**src/assert_macros.svh**
```systemverilog
// ---------------------------------------------------------------------------
// assert_macros.svh
// Concurrent assertion wrappers, compiled out with NO_ASSERTIONS.
// ---------------------------------------------------------------------------
`ifndef ASSERT_MACROS_SVH
`define ASSERT_MACROS_SVH

`ifndef NO_ASSERTIONS

`define ASSERT_HOLDS(lbl, clk, rstn, prop) \
	lbl: assert property (@(posedge clk) disable iff (!rstn) (prop)) \
		else $error("assertion failed");

`define ASSERT_IMPLIES(lbl, clk, rstn, ante, cons) \
	lbl: assert property (@(posedge clk) disable iff (!rstn) (ante) |-> (cons)) \
		else $error("assertion failed");

`else

`define ASSERT_HOLDS(lbl, clk, rstn, prop)

`define ASSERT_IMPLIES(lbl, clk, rstn, ante, cons)

`endif

`endif

```
**src/mlk_pkg.sv**
```systemverilog
`timescale 1ns / 1ps
// ---------------------------------------------------------------------------
// mlk_pkg
// Shared types, constants and the letter lookup for the Morse LED keyer.
// ---------------------------------------------------------------------------
package mlk_pkg;

	localparam int MAX_LETTERS_DEF = 32;
	localparam int TIME_W          = 16;
	localparam int CODE_W          = 5;
	localparam int LEN_W           = 6;
	localparam int LIDX_W          = 6;
	localparam int CNT_W           = 3;
	localparam int EIDX_W          = 2;
	localparam int SYM_W           = 6;
	localparam int CFG_IDX_W       = 3;

	localparam logic [TIME_W-1:0] TIME_MAX = '1;

	localparam logic [CFG_IDX_W-1:0] REG_DOT    = 3'd0;
	localparam logic [CFG_IDX_W-1:0] REG_DASH   = 3'd1;
	localparam logic [CFG_IDX_W-1:0] REG_GAP    = 3'd2;
	localparam logic [CFG_IDX_W-1:0] REG_REPEAT = 3'd3;
	localparam logic [CFG_IDX_W-1:0] REG_LENGTH = 3'd4;

	localparam logic [TIME_W-1:0] DOT_RST    = 16'd200;
	localparam logic [TIME_W-1:0] DASH_RST   = 16'd600;
	localparam logic [TIME_W-1:0] GAP_RST    = 16'd200;
	localparam logic [TIME_W-1:0] REPEAT_RST = 16'd1400;
	localparam logic [LEN_W-1:0]  LENGTH_RST = 6'd1;

	localparam logic          ACT_TICK  = 1'b0;
	localparam logic          ACT_WRITE = 1'b1;

	typedef struct packed {
		logic [TIME_W-1:0] dot_time;
		logic [TIME_W-1:0] dash_time;
		logic [TIME_W-1:0] gap_time;
		logic [TIME_W-1:0] repeat_time;
		logic [LEN_W-1:0]  message_length;
	} cfg_t;

	typedef struct packed {
		logic              en;
		logic [CODE_W-1:0] data;
	} mem_wr_t;

	typedef struct packed {
		logic              led_lit;
		logic              repeat_pending;
		logic [CNT_W-1:0]  element_count;
		logic [EIDX_W-1:0] element_index;
	} seq_status_t;

	// marker bit (16/8/4/2) sets element count, bits below it: 1 = dash
	function automatic logic [SYM_W-1:0] morse_symbol(input logic [CODE_W-1:0] code);
		logic [SYM_W-1:0] sym;
		unique case (code)
			5'd0:    sym = 6'd37;
			5'd1:    sym = 6'd56;
			5'd2:    sym = 6'd58;
			5'd3:    sym = 6'd44;
			5'd4:    sym = 6'd34;
			5'd5:    sym = 6'd50;
			5'd6:    sym = 6'd46;
			5'd7:    sym = 6'd48;
			5'd8:    sym = 6'd36;
			5'd9:    sym = 6'd55;
			5'd10:   sym = 6'd45;
			5'd11:   sym = 6'd52;
			5'd12:   sym = 6'd39;
			5'd13:   sym = 6'd38;
			5'd14:   sym = 6'd47;
			5'd15:   sym = 6'd54;
			5'd16:   sym = 6'd61;
			5'd17:   sym = 6'd42;
			5'd18:   sym = 6'd40;
			5'd19:   sym = 6'd35;
			5'd20:   sym = 6'd41;
			default: sym = 6'd34;
		endcase
		return sym;
	endfunction

endpackage

```
**src/mlk_cfg.sv**
```systemverilog
`timescale 1ns / 1ps
// ---------------------------------------------------------------------------
// mlk_cfg
// Timing and length registers, written through the configuration channel.
// ---------------------------------------------------------------------------
module mlk_cfg import mlk_pkg::*; (
	input  logic                 clk,
	input  logic                 arst_n,
	input  logic                 cfg_valid,
	output logic                 cfg_ready,
	input  logic [CFG_IDX_W-1:0] cfg_index,
	input  logic [TIME_W-1:0]    cfg_data,
	output cfg_t                 cfg
);

	cfg_t cfg_q;

	assign cfg_ready = 1'b1;
	assign cfg       = cfg_q;

	always_ff @(posedge clk or negedge arst_n) begin
		if (!arst_n) begin
			cfg_q.dot_time       <= DOT_RST;
			cfg_q.dash_time      <= DASH_RST;
			cfg_q.gap_time       <= GAP_RST;
			cfg_q.repeat_time    <= REPEAT_RST;
			cfg_q.message_length <= LENGTH_RST;
		end else if (cfg_valid && cfg_ready) begin
			unique case (cfg_index)
				REG_DOT:    cfg_q.dot_time       <= cfg_data;
				REG_DASH:   cfg_q.dash_time      <= cfg_data;
				REG_GAP:    cfg_q.gap_time       <= cfg_data;
				REG_REPEAT: cfg_q.repeat_time    <= cfg_data;
				REG_LENGTH: cfg_q.message_length <= cfg_data[LEN_W-1:0];
				default: ;
			endcase
		end
	end

endmodule

```
**src/mlk_msg_mem.sv**
```systemverilog
`timescale 1ns / 1ps
// ---------------------------------------------------------------------------
// mlk_msg_mem
// Message store: one write port, one registered read port, with a bypass
// for a write to the slot being read in the same cycle.
// ---------------------------------------------------------------------------
module mlk_msg_mem import mlk_pkg::*; #(
	parameter int MAX_LETTERS = MAX_LETTERS_DEF,
	parameter int AW          = (MAX_LETTERS > 1) ? $clog2(MAX_LETTERS) : 1
) (
	input  logic              clk,
	input  logic              arst_n,
	input  mem_wr_t           wr,
	input  logic [AW-1:0]     wr_addr,
	input  logic [AW-1:0]     rd_addr,
	output logic [CODE_W-1:0] rd_data
);

	logic [CODE_W-1:0] msg_mem_q [MAX_LETTERS];
	logic [CODE_W-1:0] rd_data_q;
	logic [CODE_W-1:0] byp_data_q;
	logic              byp_q;

	always_ff @(posedge clk) begin
		if (wr.en) begin
			msg_mem_q[wr_addr] <= wr.data;
		end
		rd_data_q  <= msg_mem_q[rd_addr];
		byp_data_q <= wr.data;
	end

	always_ff @(posedge clk or negedge arst_n) begin
		if (!arst_n) begin
			byp_q <= 1'b0;
		end else begin
			byp_q <= wr.en && (wr_addr == rd_addr);
		end
	end

	assign rd_data = byp_q ? byp_data_q : rd_data_q;

endmodule

```
**src/mlk_seq.sv**
```systemverilog
`timescale 1ns / 1ps
// ---------------------------------------------------------------------------
// mlk_seq
// Keyer sequencer: element and letter timing, message write requests and
// the result register. Reads the next letter slot every cycle.
// ---------------------------------------------------------------------------
module mlk_seq import mlk_pkg::*; #(
	parameter int MAX_LETTERS = MAX_LETTERS_DEF,
	parameter int AW          = (MAX_LETTERS > 1) ? $clog2(MAX_LETTERS) : 1
) (
	input  logic              clk,
	input  logic              arst_n,
	input  logic              item_valid,
	output logic              item_stall,
	input  logic              action,
	input  logic [CODE_W-1:0] letter_code,
	input  logic [4:0]        write_position,
	output logic              result_valid,
	input  logic              result_stall,
	output logic              led,
	output logic [4:0]        letter_position,
	output logic [1:0]        element_position,
	output logic              in_repeat_pause,
	input  cfg_t              cfg,
	input  logic [CODE_W-1:0] rd_code,
	output mem_wr_t           wr,
	output logic [AW-1:0]     wr_addr,
	output logic [AW-1:0]     rd_addr,
	output seq_status_t       status
);

	logic              led_q;
	logic              pend_q;
	logic [EIDX_W-1:0] eidx_q;
	logic [CNT_W-1:0]  ecnt_q;
	logic [LIDX_W-1:0] lidx_q;
	logic [TIME_W-1:0] elapsed_q;
	logic              result_valid_q;

	logic              led_d;
	logic              pend_d;
	logic [EIDX_W-1:0] eidx_d;
	logic [CNT_W-1:0]  ecnt_d;
	logic [LIDX_W-1:0] lidx_d;
	logic [TIME_W-1:0] elapsed_d;

	logic              accept;
	logic              tick;
	logic [SYM_W-1:0]  sym;
	logic [TIME_W-1:0] el_inc;
	logic [CNT_W-1:0]  sh_full;
	logic              is_dash;
	logic [CNT_W-1:0]  eidx_nx;
	logic [LIDX_W-1:0] lidx_nx;
	logic [LEN_W-1:0]  eff_len;
	logic [LIDX_W+AW-1:0] rd_ext;
	logic [5+AW-1:0]      wr_ext;

	assign item_stall = result_valid_q && result_stall;
	assign accept     = item_valid && !item_stall;
	assign tick       = accept && (action == ACT_TICK);

	assign sym     = morse_symbol(rd_code);
	assign el_inc  = (elapsed_q == TIME_MAX) ? elapsed_q : elapsed_q + 1'b1;
	assign sh_full = ecnt_q - 1'b1 - {1'b0, eidx_q};
	assign is_dash = (ecnt_q > {1'b0, eidx_q}) ? sym[sh_full[1:0]] : 1'b0;
	assign eidx_nx = {1'b0, eidx_q} + 1'b1;
	assign lidx_nx = lidx_q + 1'b1;

	always_comb begin
		if (cfg.message_length == '0) begin
			eff_len = LEN_W'(1);
		end else if (32'(cfg.message_length) > MAX_LETTERS) begin
			eff_len = LEN_W'(MAX_LETTERS);
		end else begin
			eff_len = cfg.message_length;
		end
	end

	always_comb begin
		led_d     = led_q;
		pend_d    = pend_q;
		eidx_d    = eidx_q;
		ecnt_d    = ecnt_q;
		lidx_d    = lidx_q;
		elapsed_d = elapsed_q;
		if (tick) begin
			elapsed_d = el_inc;
			if (led_q) begin
				if (el_inc > (is_dash ? cfg.dash_time : cfg.dot_time)) begin
					led_d     = 1'b0;
					elapsed_d = '0;
					if (eidx_nx >= ecnt_q) begin
						ecnt_d = '0;
						eidx_d = '0;
						if (lidx_nx >= LIDX_W'(eff_len)) begin
							lidx_d = '0;
							pend_d = 1'b1;
						end else begin
							lidx_d = lidx_nx;
						end
					end else begin
						eidx_d = eidx_nx[EIDX_W-1:0];
					end
				end
			end else if (pend_q) begin
				if (el_inc > cfg.repeat_time) begin
					pend_d = 1'b0;
				end
			end else if (el_inc > cfg.gap_time) begin
				if (ecnt_q == '0) begin
					if (sym[4]) begin
						ecnt_d = CNT_W'(4);
					end else if (sym[3]) begin
						ecnt_d = CNT_W'(3);
					end else if (sym[2]) begin
						ecnt_d = CNT_W'(2);
					end else begin
						ecnt_d = CNT_W'(1);
					end
				end
				elapsed_d = '0;
				led_d     = 1'b1;
			end
		end
	end

	always_ff @(posedge clk or negedge arst_n) begin
		if (!arst_n) begin
			led_q          <= 1'b0;
			pend_q         <= 1'b0;
			eidx_q         <= '0;
			ecnt_q         <= '0;
			lidx_q         <= '0;
			elapsed_q      <= '0;
			result_valid_q <= 1'b0;
		end else begin
			led_q     <= led_d;
			pend_q    <= pend_d;
			eidx_q    <= eidx_d;
			ecnt_q    <= ecnt_d;
			lidx_q    <= lidx_d;
			elapsed_q <= elapsed_d;
			if (accept) begin
				result_valid_q <= 1'b1;
			end else if (!result_stall) begin
				result_valid_q <= 1'b0;
			end
		end
	end

	// read slot of the letter current after this cycle
	assign rd_ext  = {{AW{1'b0}}, lidx_d};
	assign rd_addr = rd_ext[AW-1:0];

	assign wr_ext  = {{AW{1'b0}}, write_position};
	assign wr_addr = wr_ext[AW-1:0];
	assign wr.en   = accept && (action == ACT_WRITE) && (32'(write_position) < MAX_LETTERS);
	assign wr.data = letter_code;

	assign result_valid     = result_valid_q;
	assign led              = led_q;
	assign letter_position  = lidx_q[4:0];
	assign element_position = eidx_q;
	assign in_repeat_pause  = pend_q;

	assign status.led_lit        = led_q;
	assign status.repeat_pending = pend_q;
	assign status.element_count  = ecnt_q;
	assign status.element_index  = eidx_q;

endmodule

```
**src/morse_led_keyer_unit.sv**
```systemverilog
`timescale 1ns / 1ps
// ---------------------------------------------------------------------------
// morse_led_keyer_unit
// Sends a stored message in Morse code on one LED, one tick item per ms.
// ---------------------------------------------------------------------------
//  channel  | handshake               | payload
//  ---------+-------------------------+------------------------------------
//  item     | item_valid, item_stall  | action, letter_code, write_position
//  result   | result_valid,           | led, letter_position,
//           | result_stall            | element_position, in_repeat_pause
//  config   | cfg_valid, cfg_ready    | cfg_index, cfg_data
//
//  One item per cycle unless stalled; result in the cycle after acceptance.
//  The letter slot for the next item is read from the message memory in
//  the cycle of the current one (registered read, write bypass).
//  Reset clears all control state; the message memory is not cleared.
//  An item is taken while the result register is empty or being drained.
// ---------------------------------------------------------------------------
`include "assert_macros.svh"

module morse_led_keyer_unit import mlk_pkg::*; #(
	parameter int MAX_LETTERS = MAX_LETTERS_DEF
) (
	input  logic                 clk,
	input  logic                 arst_n,
	input  logic                 item_valid,
	output logic                 item_stall,
	input  logic                 action,
	input  logic [CODE_W-1:0]    letter_code,
	input  logic [4:0]           write_position,
	output logic                 result_valid,
	input  logic                 result_stall,
	output logic                 led,
	output logic [4:0]           letter_position,
	output logic [1:0]           element_position,
	output logic                 in_repeat_pause,
	input  logic                 cfg_valid,
	output logic                 cfg_ready,
	input  logic [CFG_IDX_W-1:0] cfg_index,
	input  logic [TIME_W-1:0]    cfg_data
);

	localparam int AW = (MAX_LETTERS > 1) ? $clog2(MAX_LETTERS) : 1;

	cfg_t              cfg;
	mem_wr_t           wr;
	logic [AW-1:0]     wr_addr;
	logic [AW-1:0]     rd_addr;
	logic [CODE_W-1:0] rd_code;
	seq_status_t       status;

	mlk_cfg u_cfg (
		.clk       (clk),
		.arst_n    (arst_n),
		.cfg_valid (cfg_valid),
		.cfg_ready (cfg_ready),
		.cfg_index (cfg_index),
		.cfg_data  (cfg_data),
		.cfg       (cfg)
	);

	mlk_msg_mem #(
		.MAX_LETTERS (MAX_LETTERS),
		.AW          (AW)
	) u_mem (
		.clk     (clk),
		.arst_n  (arst_n),
		.wr      (wr),
		.wr_addr (wr_addr),
		.rd_addr (rd_addr),
		.rd_data (rd_code)
	);

	mlk_seq #(
		.MAX_LETTERS (MAX_LETTERS),
		.AW          (AW)
	) u_seq (
		.clk              (clk),
		.arst_n           (arst_n),
		.item_valid       (item_valid),
		.item_stall       (item_stall),
		.action           (action),
		.letter_code      (letter_code),
		.write_position   (write_position),
		.result_valid     (result_valid),
		.result_stall     (result_stall),
		.led              (led),
		.letter_position  (letter_position),
		.element_position (element_position),
		.in_repeat_pause  (in_repeat_pause),
		.cfg              (cfg),
		.rd_code          (rd_code),
		.wr               (wr),
		.wr_addr          (wr_addr),
		.rd_addr          (rd_addr),
		.status           (status)
	);

	`ASSERT_HOLDS(a_eidx_in_letter, clk, arst_n, (status.element_count == '0) || ({1'b0, status.element_index} < status.element_count))
	`ASSERT_IMPLIES(a_lit_decoded, clk, arst_n, status.led_lit, (status.element_count != '0) && !status.repeat_pending)
	`ASSERT_IMPLIES(a_pause_idle, clk, arst_n, status.repeat_pending, !status.led_lit && (status.element_count == '0) && (status.element_index == '0))
	`ASSERT_IMPLIES(a_result_follows, clk, arst_n, $past(item_valid && !item_stall), result_valid)

endmodule

```
**config.mk**
```make
export PLATFORM = sky130hd
export DESIGN_NAME = morse_led_keyer_unit
export DESIGN_NICKNAME = d
export VERILOG_FILES = /design/src/mlk_pkg.sv /design/src/mlk_cfg.sv /design/src/mlk_msg_mem.sv /design/src/mlk_seq.sv /design/src/morse_led_keyer_unit.sv
export VERILOG_INCLUDE_DIRS = /design/src /design/src/src
export SDC_FILE = /design/constraint.sdc
export NUM_CORES = 1
export LEC_CHECK = 0
export ABC_AREA = 1
export BUFFER_PORTS_ARGS = -buffer_cell sky130_fd_sc_hd__buf_2
export CAP_MARGIN = 20
export CORE_MARGIN = 8
export CORE_UTILIZATION = 25
export DETAILED_ROUTE_END_ITERATION = 16
export PLACE_DENSITY = 0.49
export SLEW_MARGIN = 10
export SYNTH_ARGS = -nofsm -noshare
export SYNTH_HDL_FRONTEND = slang
export SYNTH_SLANG_ARGS = --single-unit
```
**constraint.sdc**
```tcl
create_clock -name clk -period 3.8 [get_ports clk]
set_input_delay 0.57 -clock clk [delete_from_list [all_inputs] [get_ports clk]]
set_output_delay 0.57 -clock clk [all_outputs]
set_load 0.01 [all_outputs]
```
==> results by group <==
Clock network
  – Clk slew on worst S/H paths: 0.06 ns
  – H-tree depth: 2
  – Clock buffer depth: 3
  – CTS tree: built
  – CTS sink cnt: 271
  – Clk_lat worst skew: roughly 0.55 ns
  – Clock root cell: clkbuf_16
  – CTS Buf Count: 34

Yosys
  – EDFF count, synth: 160
  – Mapped Nets: between 1500 and 2000
  – Main synth FF type: edfxtp_1
  – Yosys reg bits: 271
  – Synth Area per Inst: between 9 and 10 sq um
  – Cells after synthesis: roughly 1500
  – Seq/Total Area, Yosys: a little over half
  – Count of different cell masters after synthesis: 55
  – Ys Warns: 0
  – Post-synthesis cell area: between 0.01 and 0.015 sq mm
  – Asr flop ratio synth: between 30 and 40%

Pwr
  – Pleak: about 0.008 uW
  – Peak supply drop: between 0.3 and 0.4 mV
  – Pwr/cell area: 741 mW/mm^2

Setup path
  – Stages on worst setup path: 30
  – Required @ worst endpoint: ~4.3 ns
  – Crit path top cell by count: nand2_1
  – Worst path max stage delay: between 0.4 and 0.5 ns
  – Worst Setup End Kind: flop
  – Critical-path top delay cell: dfrtp_2
  – R2r worst-path depth: 30
  – Delay-heaviest family, CP: simple AND/OR/NAND/NOR gates
  – WP data arrival: between 4 and 5 ns
  – Worst path bufs/invs: 6
  – Worst Path Max Fanout: 8
  – Crit. Startpoint: u_mem.byp_q
  – Setup Crit Path Kind: reg -> reg
  – Crit path launch type: flop
  – R2r startpoint: u_mem.byp_q

Floorplan
  – Die area: between 0.06 and 0.07 sq mm
  – Cell Rows: 87
  – Core Box Area: 0.0560 sq mm
  – IO Pins: 47
  – Die Ht: ~250 um
  – Die X-Extent: 253 um
  – Starting Density: ~25%

Cells and area
  – Multi-input gate area: roughly 0.0058 sq mm
  – Most common cell after layout, fill and taps aside: nand2_1
  – Most frequent cells in the layout: 260 x nand2_1, 235 x inv_1, 164 x nand3_1, 160 x edfxtp_1, 120 x buf_4
  – Share of cells above drive strength 1: 25.4%
  – FF+latch area: between 0.007 and 0.008 sq mm
  – Post-Layout Cell Count: 2489
  – Nets: between 1500 and 2000
  – Layout area overhead: 33.0%
  – Fill count: approximately 5700
  – Antenna Cells: 0

Timing
  – Pins Over Slew Limit: 0
  – Unrepaired setup endpoints after global routing: true
  – Fmax: between 0.2 and 0.25 GHz
  – Hold Fails Final Rpt: 0
  – Clock Skews: about 0.022 ns
  – Period minus WS final: ~4.4 ns
  – Final cycle utilization of the critical path: 115%
  – Final WS setup: -0.557 ns
  – Slew margin rel.: 31.1%
  – Total Neg Setup Slack: -5.48 ns
  – Finish-stage setup viols: 28
  – Slew at the pin closest to its max-slew limit: just over 1 ns

Flow run
  – Maxcap violations: 0

Route
  – Via density: around 4.5
  – Initial DRC count: approximately 740
  – DR vias: 11109
  – ANT nets after route: 0
  – DR pass1 iterations: 6
  – WL per Instance: between 15 and 20 um
  – Post-route DRC: 0
  – Post-Route WL: a little over 40000 um

Worst hold path
  – Hold Path Class: in -> async

Global routing
  – Initial antenna violation count: 0
  – Vias in the first global route: 11496
  – First-pass GRT wire length: about 64000 um
  – Largest net degree at the start of global routing: 55
  – Global route overflow: 0
  – Global Route Usage Sum: 12.6%

Placed design
  – DP Worst Slack: -0.631 ns
  – GP Congestion: around 0.84
  – Port bufs: between 40 and 50
  – Placed cell count: approximately 2400
  – Post-DP HPWL: 26600 um

Status
  – Run status: complete, but fails checks
  – Failing checks: setup timing
## worst paths after layout
path / endpoint / slack (ns)
setup / recovery: u_mem.rd_data_q[1] / -0.56
hold / removal: u_cfg.cfg[17] / 0.08
setup reg to reg: u_mem.rd_data_q[1] / -0.56
hold reg to reg: u_cfg.cfg[19] / 0.48
max in group asynchronous: u_cfg.cfg[25] / 2.89
min in group clk: u_seq.result_valid / 0.24
## power breakdown
part           switching (uW)  internal, uW
sequential                231          3450
clock                    1310          1890
combinational            3690          3250
## repair_timing
item / 4_1_cts / 5_1_grt
pin swaps: 18 / 31
hold buffers: 0 / 0
buffers inserted: 43 / 13
resized for setup: 92 / 89
setup endpoints to repair: 29 / 35
cloned: 8 / 5
## cells in the mapped netlist, drive strengths merged (16+ instances only)
library cell	count	area, sq um
a21oi	33	169
buf	33	257
clkbuf	30	113
dfrtp	84	2100
dfstp	17	447
edfxtp	160	4800
ha	69	863
inv	253	950
nand2	281	1060
nand3	201	1030
nand3b	51	383
nand4	20	144
nor2	72	275
o21ai	99	514
o22ai	16	100
xor2	17	149
## routing by layer
| layer | vias to the layer above | global-route usage [%] | wire (um) |
|---|---|---|---|
| met4 | 0 | 4.17 | 1310 |
| met5 | - | 0 | 0 |
| met1 | 5385 | 15.4 | 17500 |
| met2 | 221 | 22.2 | 20400 |
| met3 | 74 | 2.20 | 1610 |
| li1 | 5429 | - | - |
## per-stage QoR
stage          hold WS, ns  utilization [%]  power, uW  cell area [sq um]
6_report            0.0825             33.3      13800              18600
5_1_grt              0.149             33.3      14700              18600
4_1_cts              0.117             32.4      13600              18100
3_5_place_dp         0.470             28.7       8910              16100
3_3_place_gp         0.469             28.7       8830              16100
2_1_floorplan        0.274                -       7020              14100
## final cells by class
| class | count | area share [%] |
|---|---|---|
| repair buffers | 228 | 12.3 |
| inverters | 256 | 5.21 |
| clock inverters | 17 | 0.819 |
| well taps | 756 | 5.07 |
| flip-flops and latches | 271 | 40.5 |
| repair inverters | 1 | 0.0403 |
| multi-input cells | 916 | 31.0 |
| clock buffers | 44 | 5.04 |
## sequential cells by signal, indices dropped and copies added (netlist names)
register                count
u_mem.msg_mem_q           160
u_cfg.cfg                  70
u_seq.elapsed_q            16
u_seq.lidx_q                6
u_mem.byp_data_q            5
u_mem.rd_data_q             5
u_seq.ecnt_q                3
u_seq.element_position      2
u_mem.byp_q                 1
u_seq.in_repeat_pause       1
u_seq.led                   1
u_seq.result_valid          1
## cells by family after synthesis
kind of cell               after synthesis  synth area share, %
and+or+nand+nor                        645                 21.5
buffers and inverters                  319                 9.49
DFF                                    271                 53.9
AOI/OAI and AO/OA                      167                 6.69
adders and majority gates               69                 6.16
xor gates and xnor gates                18                 1.12
muxes                                   16                 1.15
other                                    1               0.0267
## worst register-to-register path, delay by kind of cell, from the launching register on
kind,cells,cell delay [ns]
compound gates,2,0.27
fa+ha+maj,2,0.46
buf+inv,6,0.83
flops,1,0.44
mux,1,0.15
simple gates,19,2.15
Note: power is estimated with default switching activity, not from simulation.
